--- src/rtl/dq_pkg.sv ---
// Shared types and codes for the double-ended queue.
package dq_pkg;

   typedef enum logic [2:0] {
      ACT_PUSH_BACK  = 3'd0,
      ACT_PUSH_FRONT = 3'd1,
      ACT_POP_BACK   = 3'd2,
      ACT_POP_FRONT  = 3'd3,
      ACT_PEEK_BACK  = 3'd4,
      ACT_PEEK_FRONT = 3'd5,
      ACT_CLEAR      = 3'd6
   } action_type;

   typedef enum logic [1:0] {
      ST_OK    = 2'd0,
      ST_EMPTY = 2'd1,
      ST_FULL  = 2'd2
   } status_type;

   localparam int unsigned ACTION_W = 3;
   localparam int unsigned PORT_W   = 32;
   localparam int unsigned STATUS_W = 2;

endpackage

--- src/rtl/dq_ctrl.sv ---
// Action decode, head/tail pointers, fill count and result status.
module dq_ctrl #(
   parameter int unsigned DEPTH = 256,
   parameter int unsigned WIDTH = 32,
   parameter int unsigned AW    = 8,
   parameter int unsigned CW    = 9
) (
   input  logic                        clock,
   input  logic                        reset,
   input  logic                        start,
   output logic                        busy,
   input  logic [dq_pkg::ACTION_W-1:0] req_action,
   input  logic [dq_pkg::PORT_W-1:0]   req_value,
   output logic                        mem_wr_en,
   output logic [AW-1:0]               mem_wr_addr,
   output logic [WIDTH-1:0]            mem_wr_data,
   output logic                        mem_rd_en,
   output logic [AW-1:0]               mem_rd_addr,
   output logic                        rsp_valid,
   output logic                        rsp_hit,
   output logic [dq_pkg::STATUS_W-1:0] rsp_status,
   output logic [CW-1:0]               rsp_count
);
   import dq_pkg::*;

   localparam logic [AW-1:0] LAST_IDX = AW'(DEPTH - 1);
   localparam logic [CW-1:0] FULL_CNT = CW'(DEPTH);

   logic             busy_ff;
   logic [AW-1:0]    head_ff, head_in;
   logic [AW-1:0]    tail_ff, tail_in;
   logic [CW-1:0]    count_ff, count_in;
   logic             valid_ff;
   logic             hit_ff, hit_in;
   status_type       status_ff, status_in;
   logic             accept;
   action_type       act;
   logic             full, empty;
   logic [AW-1:0]    head_next, head_prev, tail_prev;
   logic [2*PORT_W-1:0] value_ext;

   assign accept    = start && !busy_ff;
   assign act       = action_type'(req_action);
   assign full      = (count_ff == FULL_CNT);
   assign empty     = (count_ff == '0);
   assign head_next = (head_ff == LAST_IDX) ? '0 : head_ff + AW'(1);
   assign head_prev = (head_ff == '0) ? LAST_IDX : head_ff - AW'(1);
   assign tail_prev = (tail_ff == '0) ? LAST_IDX : tail_ff - AW'(1);
   assign value_ext = {{PORT_W{1'b0}}, req_value};

   always_comb begin
      head_in     = head_ff;
      tail_in     = tail_ff;
      count_in    = count_ff;
      status_in   = ST_OK;
      hit_in      = 1'b0;
      mem_wr_en   = 1'b0;
      mem_wr_addr = tail_ff;
      mem_wr_data = value_ext[WIDTH-1:0];
      mem_rd_en   = 1'b0;
      mem_rd_addr = head_ff;
      if (accept) begin
         case (act)
            ACT_PUSH_BACK: begin
               if (full) begin
                  status_in = ST_FULL;
               end else begin
                  mem_wr_en = 1'b1;
                  tail_in   = (tail_ff == LAST_IDX) ? '0 : tail_ff + AW'(1);
                  count_in  = count_ff + CW'(1);
               end
            end
            ACT_PUSH_FRONT: begin
               if (full) begin
                  status_in = ST_FULL;
               end else begin
                  mem_wr_en   = 1'b1;
                  mem_wr_addr = head_prev;
                  head_in     = head_prev;
                  count_in    = count_ff + CW'(1);
               end
            end
            ACT_POP_BACK, ACT_PEEK_BACK, ACT_POP_FRONT, ACT_PEEK_FRONT: begin
               if (empty) begin
                  status_in = ST_EMPTY;
               end else begin
                  hit_in    = 1'b1;
                  mem_rd_en = 1'b1;
                  if (act inside {ACT_POP_BACK, ACT_PEEK_BACK}) begin
                     mem_rd_addr = tail_prev;
                  end
                  if (act == ACT_POP_BACK) begin
                     tail_in  = tail_prev;
                     count_in = count_ff - CW'(1);
                  end else if (act == ACT_POP_FRONT) begin
                     head_in  = head_next;
                     count_in = count_ff - CW'(1);
                  end
               end
            end
            ACT_CLEAR: begin
               head_in  = '0;
               tail_in  = '0;
               count_in = '0;
            end
            default: begin
            end
         endcase
      end
   end

   always_ff @(posedge clock) begin
      if (reset) begin
         busy_ff  <= 1'b1;
         head_ff  <= '0;
         tail_ff  <= '0;
         count_ff <= '0;
         valid_ff <= 1'b0;
      end else begin
         busy_ff  <= 1'b0;
         head_ff  <= head_in;
         tail_ff  <= tail_in;
         count_ff <= count_in;
         valid_ff <= accept;
      end
   end

   always_ff @(posedge clock) begin
      if (accept) begin
         hit_ff    <= hit_in;
         status_ff <= status_in;
      end
   end

   assign busy       = busy_ff;
   assign rsp_valid  = valid_ff;
   assign rsp_hit    = hit_ff;
   assign rsp_status = status_ff;
   assign rsp_count  = count_ff;

   a_count_bound: assert property (@(posedge clock) disable iff (reset)
      count_ff <= FULL_CNT)
      else $error("fill count above depth");

   a_full_means_full: assert property (@(posedge clock) disable iff (reset)
      (valid_ff && status_ff == ST_FULL) |-> (count_ff == FULL_CNT))
      else $error("full status with room left");

   a_empty_means_empty: assert property (@(posedge clock) disable iff (reset)
      (valid_ff && status_ff == ST_EMPTY) |-> (count_ff == '0))
      else $error("empty status with elements held");

   a_hit_is_ok: assert property (@(posedge clock) disable iff (reset)
      (valid_ff && hit_ff) |-> (status_ff == ST_OK && count_ff != '0
         || status_ff == ST_OK && $past(count_ff) == CW'(1)))
      else $error("read hit on an error result");

endmodule

--- config.mk ---
export PLATFORM = sky130hd
export DESIGN_NAME = dq_ctrl
export DESIGN_NICKNAME = d
export VERILOG_FILES = /design/src/rtl/dq_pkg.sv /design/src/rtl/dq_ctrl.sv
export SDC_FILE = /design/constraint.sdc
export NUM_CORES = 1
export LEC_CHECK = 0
export ABC_AREA = 1
export BUFFER_PORTS_ARGS = -buffer_cell sky130_fd_sc_hd__buf_4
export CORE_MARGIN = 5
export CORE_UTILIZATION = 51
export DETAILED_ROUTE_END_ITERATION = 10
export PLACE_DENSITY = 0.88
export SLEW_MARGIN = 20
export SYNTH_ARGS = -nofsm -noshare
export SYNTH_HDL_FRONTEND = slang
export SYNTH_SLANG_ARGS = --single-unit
--- constraint.sdc ---
create_clock -name clock -period 2.5 [get_ports clock]
set_clock_uncertainty 0.2 [all_clocks]
set_input_delay 0 -clock clock [delete_from_list [all_inputs] [get_ports clock]]
set_output_delay 0 -clock clock [all_outputs]
set_load 0.02 [all_outputs]
==> results.txt <==
- Total inserted antenna cells: 0
- After synthesis, the largest area contributor takes up 19.4% of total cell area.
* Global-route wire length before repair: 13300 um
* Area of the multi-input gates: 1690 um^2
- Synth Area in Compound Gates: 16.6%
* Data arrival time of the critical path: 2.07 ns
- Maximum fanout count along the critical path: 16
- After filler insertion, the fill cell instance count of the layout stands at 496.
- Unrepaired setup endpoints after global routing: false
- Layout Cell Area excl Fill: 3340 um^2
- Placed insts: 519
* CTS tree: built
- CTS Root Buffer Type: sky130_fd_sc_hd__clkbuf_8
- CTS sink count: 30
* Count of input and output buffers: 37
- Mapped Avg Cell Area: 6.19 um^2
- Routed wire length: 8040 um
- The congestion estimate from routability-driven global placement came to 0.960.
* Drt drc: 0
- Syn Std Cell Area: 2790 um^2
* Htree depth: 2
- The initial antenna violation count came to 0.
- Die Span X: 84.0 um
* Die area: 7050 um^2
* Sum of overflow across all layers after global routing: 0
- Counting flops with an async set or reset pin after synthesis yields a share of 0%.
- Clock latency on the worst-skew pair, taken at its later pin, is 0.29 ns.
- Initial DRC Count: 191
* Overall via count from detail_route: 3142
* Data required time at the worst endpoint: 2.30 ns
* Count of final hold-check violations: 0
- Counting every net in the synthesized netlist gives 503.
- Post-route worst setup slack: 0.232 ns
* Setup CP Type: in -> out
* Slew at the pin closest to its max-slew limit: 0.498 ns
- The detail route stage leaves a number of antenna-violating nets equal to 0.
- Average routed wire per standard cell: 14.3 um
- Synthesis inferred 30 register bits.
* Post-synthesis mux area share: 0%
- Routed wl met2: 3790 um
- Summing the areas of all xor and xnor instances in the mapped netlist gives 1.26% of the synthesized area.
- After detailed routing, the wire length on met1 is 3290 um.
- The post-route netlist has 14.9% of its cells at a drive strength greater than 1.
* Simple-gate share of the synthesized area: 35.8%
- STA classifies the critical path startpoint as a primary input.
- After synthesis, the netlist uses 36 different library cells.
- Once placement finished, the instance area stood at 2880 um^2.
- The initial utilization of the core area, before any placement, comes to 51.6%.
- Ranked by total cell area, the synthesized netlist is headed by sky130_fd_sc_hd__dfxtp_1, sky130_fd_sc_hd__nand2_1, sky130_fd_sc_hd__buf_4.
- Sequential cells were found to cover 22.6% of the synthesized design area.
- Syn. warnings: 0
* Class of the most critical hold timing path: in -> reg
* Tot GR Track Use: 22.6%
- Number of non-filler instances in the completed layout: 562
- EDFF count, synth: 3
- Max-cap violation count: 0
- Length of the first detailed-routing pass in iterations: 5
* Share of the core filled with cells in the final layout: 61.8%
- Mapped Cells: 451
- The final layout contains 541 nets.
- Maximum buffer depth of the clock tree: 2
* Number of top-level pins: 102
* Run status: completed
- Clock slew at the register clock pins of the worst setup and hold paths: 0.07 ns
- Measured along the y axis, the die boundary spans 84.0 um.
- Uppermost layer routed: met4
- The worst path uses 90.7% of the clock period.
- The clock period could shrink to 2.27 ns.
* Syn-to-layout area delta: 19.6%
- Std-Cell Rows: 27
* Largest family of logic cells by synthesized area: simple AND/OR/NAND/NOR gates
- The most used flip-flop cell after synthesis is sky130_fd_sc_hd__dfxtp_1.
- Pre-CTS setup slack: 0.414 ns
- Adder-cell area share of the yosys netlist: 6.28%
- Vias in the first global route: 2948
- Sequential cell area: 631 um^2
* Detailed-routed wire length on met3: 671 um
- Adding up every negative setup slack in the final design gives 0 ns.
- Via density: 5.59
- Core region area: 5410 um^2
* Critical path endpoint category: output pin
- TritonCTS Buffers: 5
* Post-CTS Repair Setup Buffers: 0
- Ranked by instance count, the synthesized netlist is headed by sky130_fd_sc_hd__nand2_1, sky130_fd_sc_hd__nor2_1, sky130_fd_sc_hd__inv_1.
* Upper clock frequency limit: 441 MHz
- The HPWL after detailed placement is 5550 um.
* Areal power density over the cells: 471 nW/um^2
- Headroom to the max-slew limit: 66.8%
- Across the VDD grid, the largest voltage drop is 221 uV.
- In this run the static leakage power is 1.60 nW.
- sky130_fd_sc_hd__dfxtp_1 takes more of the synthesized area than any other cell.
* Maximum number of pins on one net before global-route repair: 21
* Max Slew Vio Count: 0
- Most repeated cell in the gate-level netlist after synthesis: sky130_fd_sc_hd__nand2_1
* Final setup fails: 0
layer usage:
metal / global-route usage, % / vias to the layer above
li1: - / 1515
met1: 26.6 / 1407
met2: 38.0 / 192
met3: 5.53 / 28
met4: 11.1 / 0
met5: 0 / -
critical path: stages:
cell and delay (ns):
sky130_fd_sc_hd__dlygate4sd3_1 0.54, sky130_fd_sc_hd__buf_4 0.16, sky130_fd_sc_hd__inv_2 0.07, sky130_fd_sc_hd__nand2_2 0.11, sky130_fd_sc_hd__a21oi_1 0.26, sky130_fd_sc_hd__nand3_2 0.33
sky130_fd_sc_hd__o21ai_0 0.39, sky130_fd_sc_hd__buf_4 0.21
flip-flops by register name, summed over array words and instances, names as in the netlist:
register    cells
busy            1
head_ff         8
rsp_count       9
rsp_hit         1
rsp_status      2
rsp_valid       1
tail_ff         8
through the flow:
step,power (mW),hold WS (ns)
after floorplan,0.981,-0.172
after global placement,1.04,-0.200
after detailed placement,1.05,-0.200
after CTS,1.56,0.0910
after global routing,1.66,0.146
final,1.57,0.115
logic make-up (layout without fill, tap and decap cells):
kind of cell    count (synthesis)  count (layout)
buf+inv                        93             132
fa+ha+maj                      14              14
flops                          30              30
compound gates                 85              85
xor+xnor                        4               4
simple gates                  225             225
cells in the final DEF (no fill, tap or decap), types with 12 or more instances in the layout:
master	count
sky130_fd_sc_hd__dlygate4sd3_1	35
sky130_fd_sc_hd__nand3_1	37
sky130_fd_sc_hd__o21ai_1	12
sky130_fd_sc_hd__a21oi_1	30
sky130_fd_sc_hd__dfxtp_1	27
sky130_fd_sc_hd__buf_4	39
sky130_fd_sc_hd__ha_1	14
sky130_fd_sc_hd__nor2_1	52
sky130_fd_sc_hd__o21ai_0	31
sky130_fd_sc_hd__inv_1	42
sky130_fd_sc_hd__nand2_1	103
final timing paths:
kind,from,end,slack (ns),depth (start not counted)
setup / recovery,req_action[2],mem_rd_addr[1],0.23,8
setup reg to reg,head_ff[0],head_ff[7],0.34,8
hold / removal,req_action[0],rsp_count[4],0.12,6
hold reg to reg,rsp_count[4],rsp_count[4],0.30,2
cell type report:
class | count | share of cell area (%)
inverters | 50 | 5.70
well taps | 72 | 2.70
repair buffers | 74 | 19.3
clock inverters | 2 | 0.375
flip-flops and latches | 30 | 18.9
clock buffers | 6 | 2.47
multi-input cells | 328 | 50.6
what timing repair did:
action / in CTS / in global routing
setup endpoints to repair: 0 / 15
gates resized for setup: 0 / 3
hold endpoints to repair: 51 / 0
hold buffers: 35 / 0
report_power, final:
| group | switching (mW) | internal, mW | leakage [nW] |
|---|---|---|---|
| Sequential | 0.0306 | 0.512 | 0.249 |
| Combinational | 0.387 | 0.211 | 1.30 |
| Clock | 0.211 | 0.221 | 0.0472 |
| Total | 0.629 | 0.944 | 1.60 |
(Power assumes the default switching activity.)
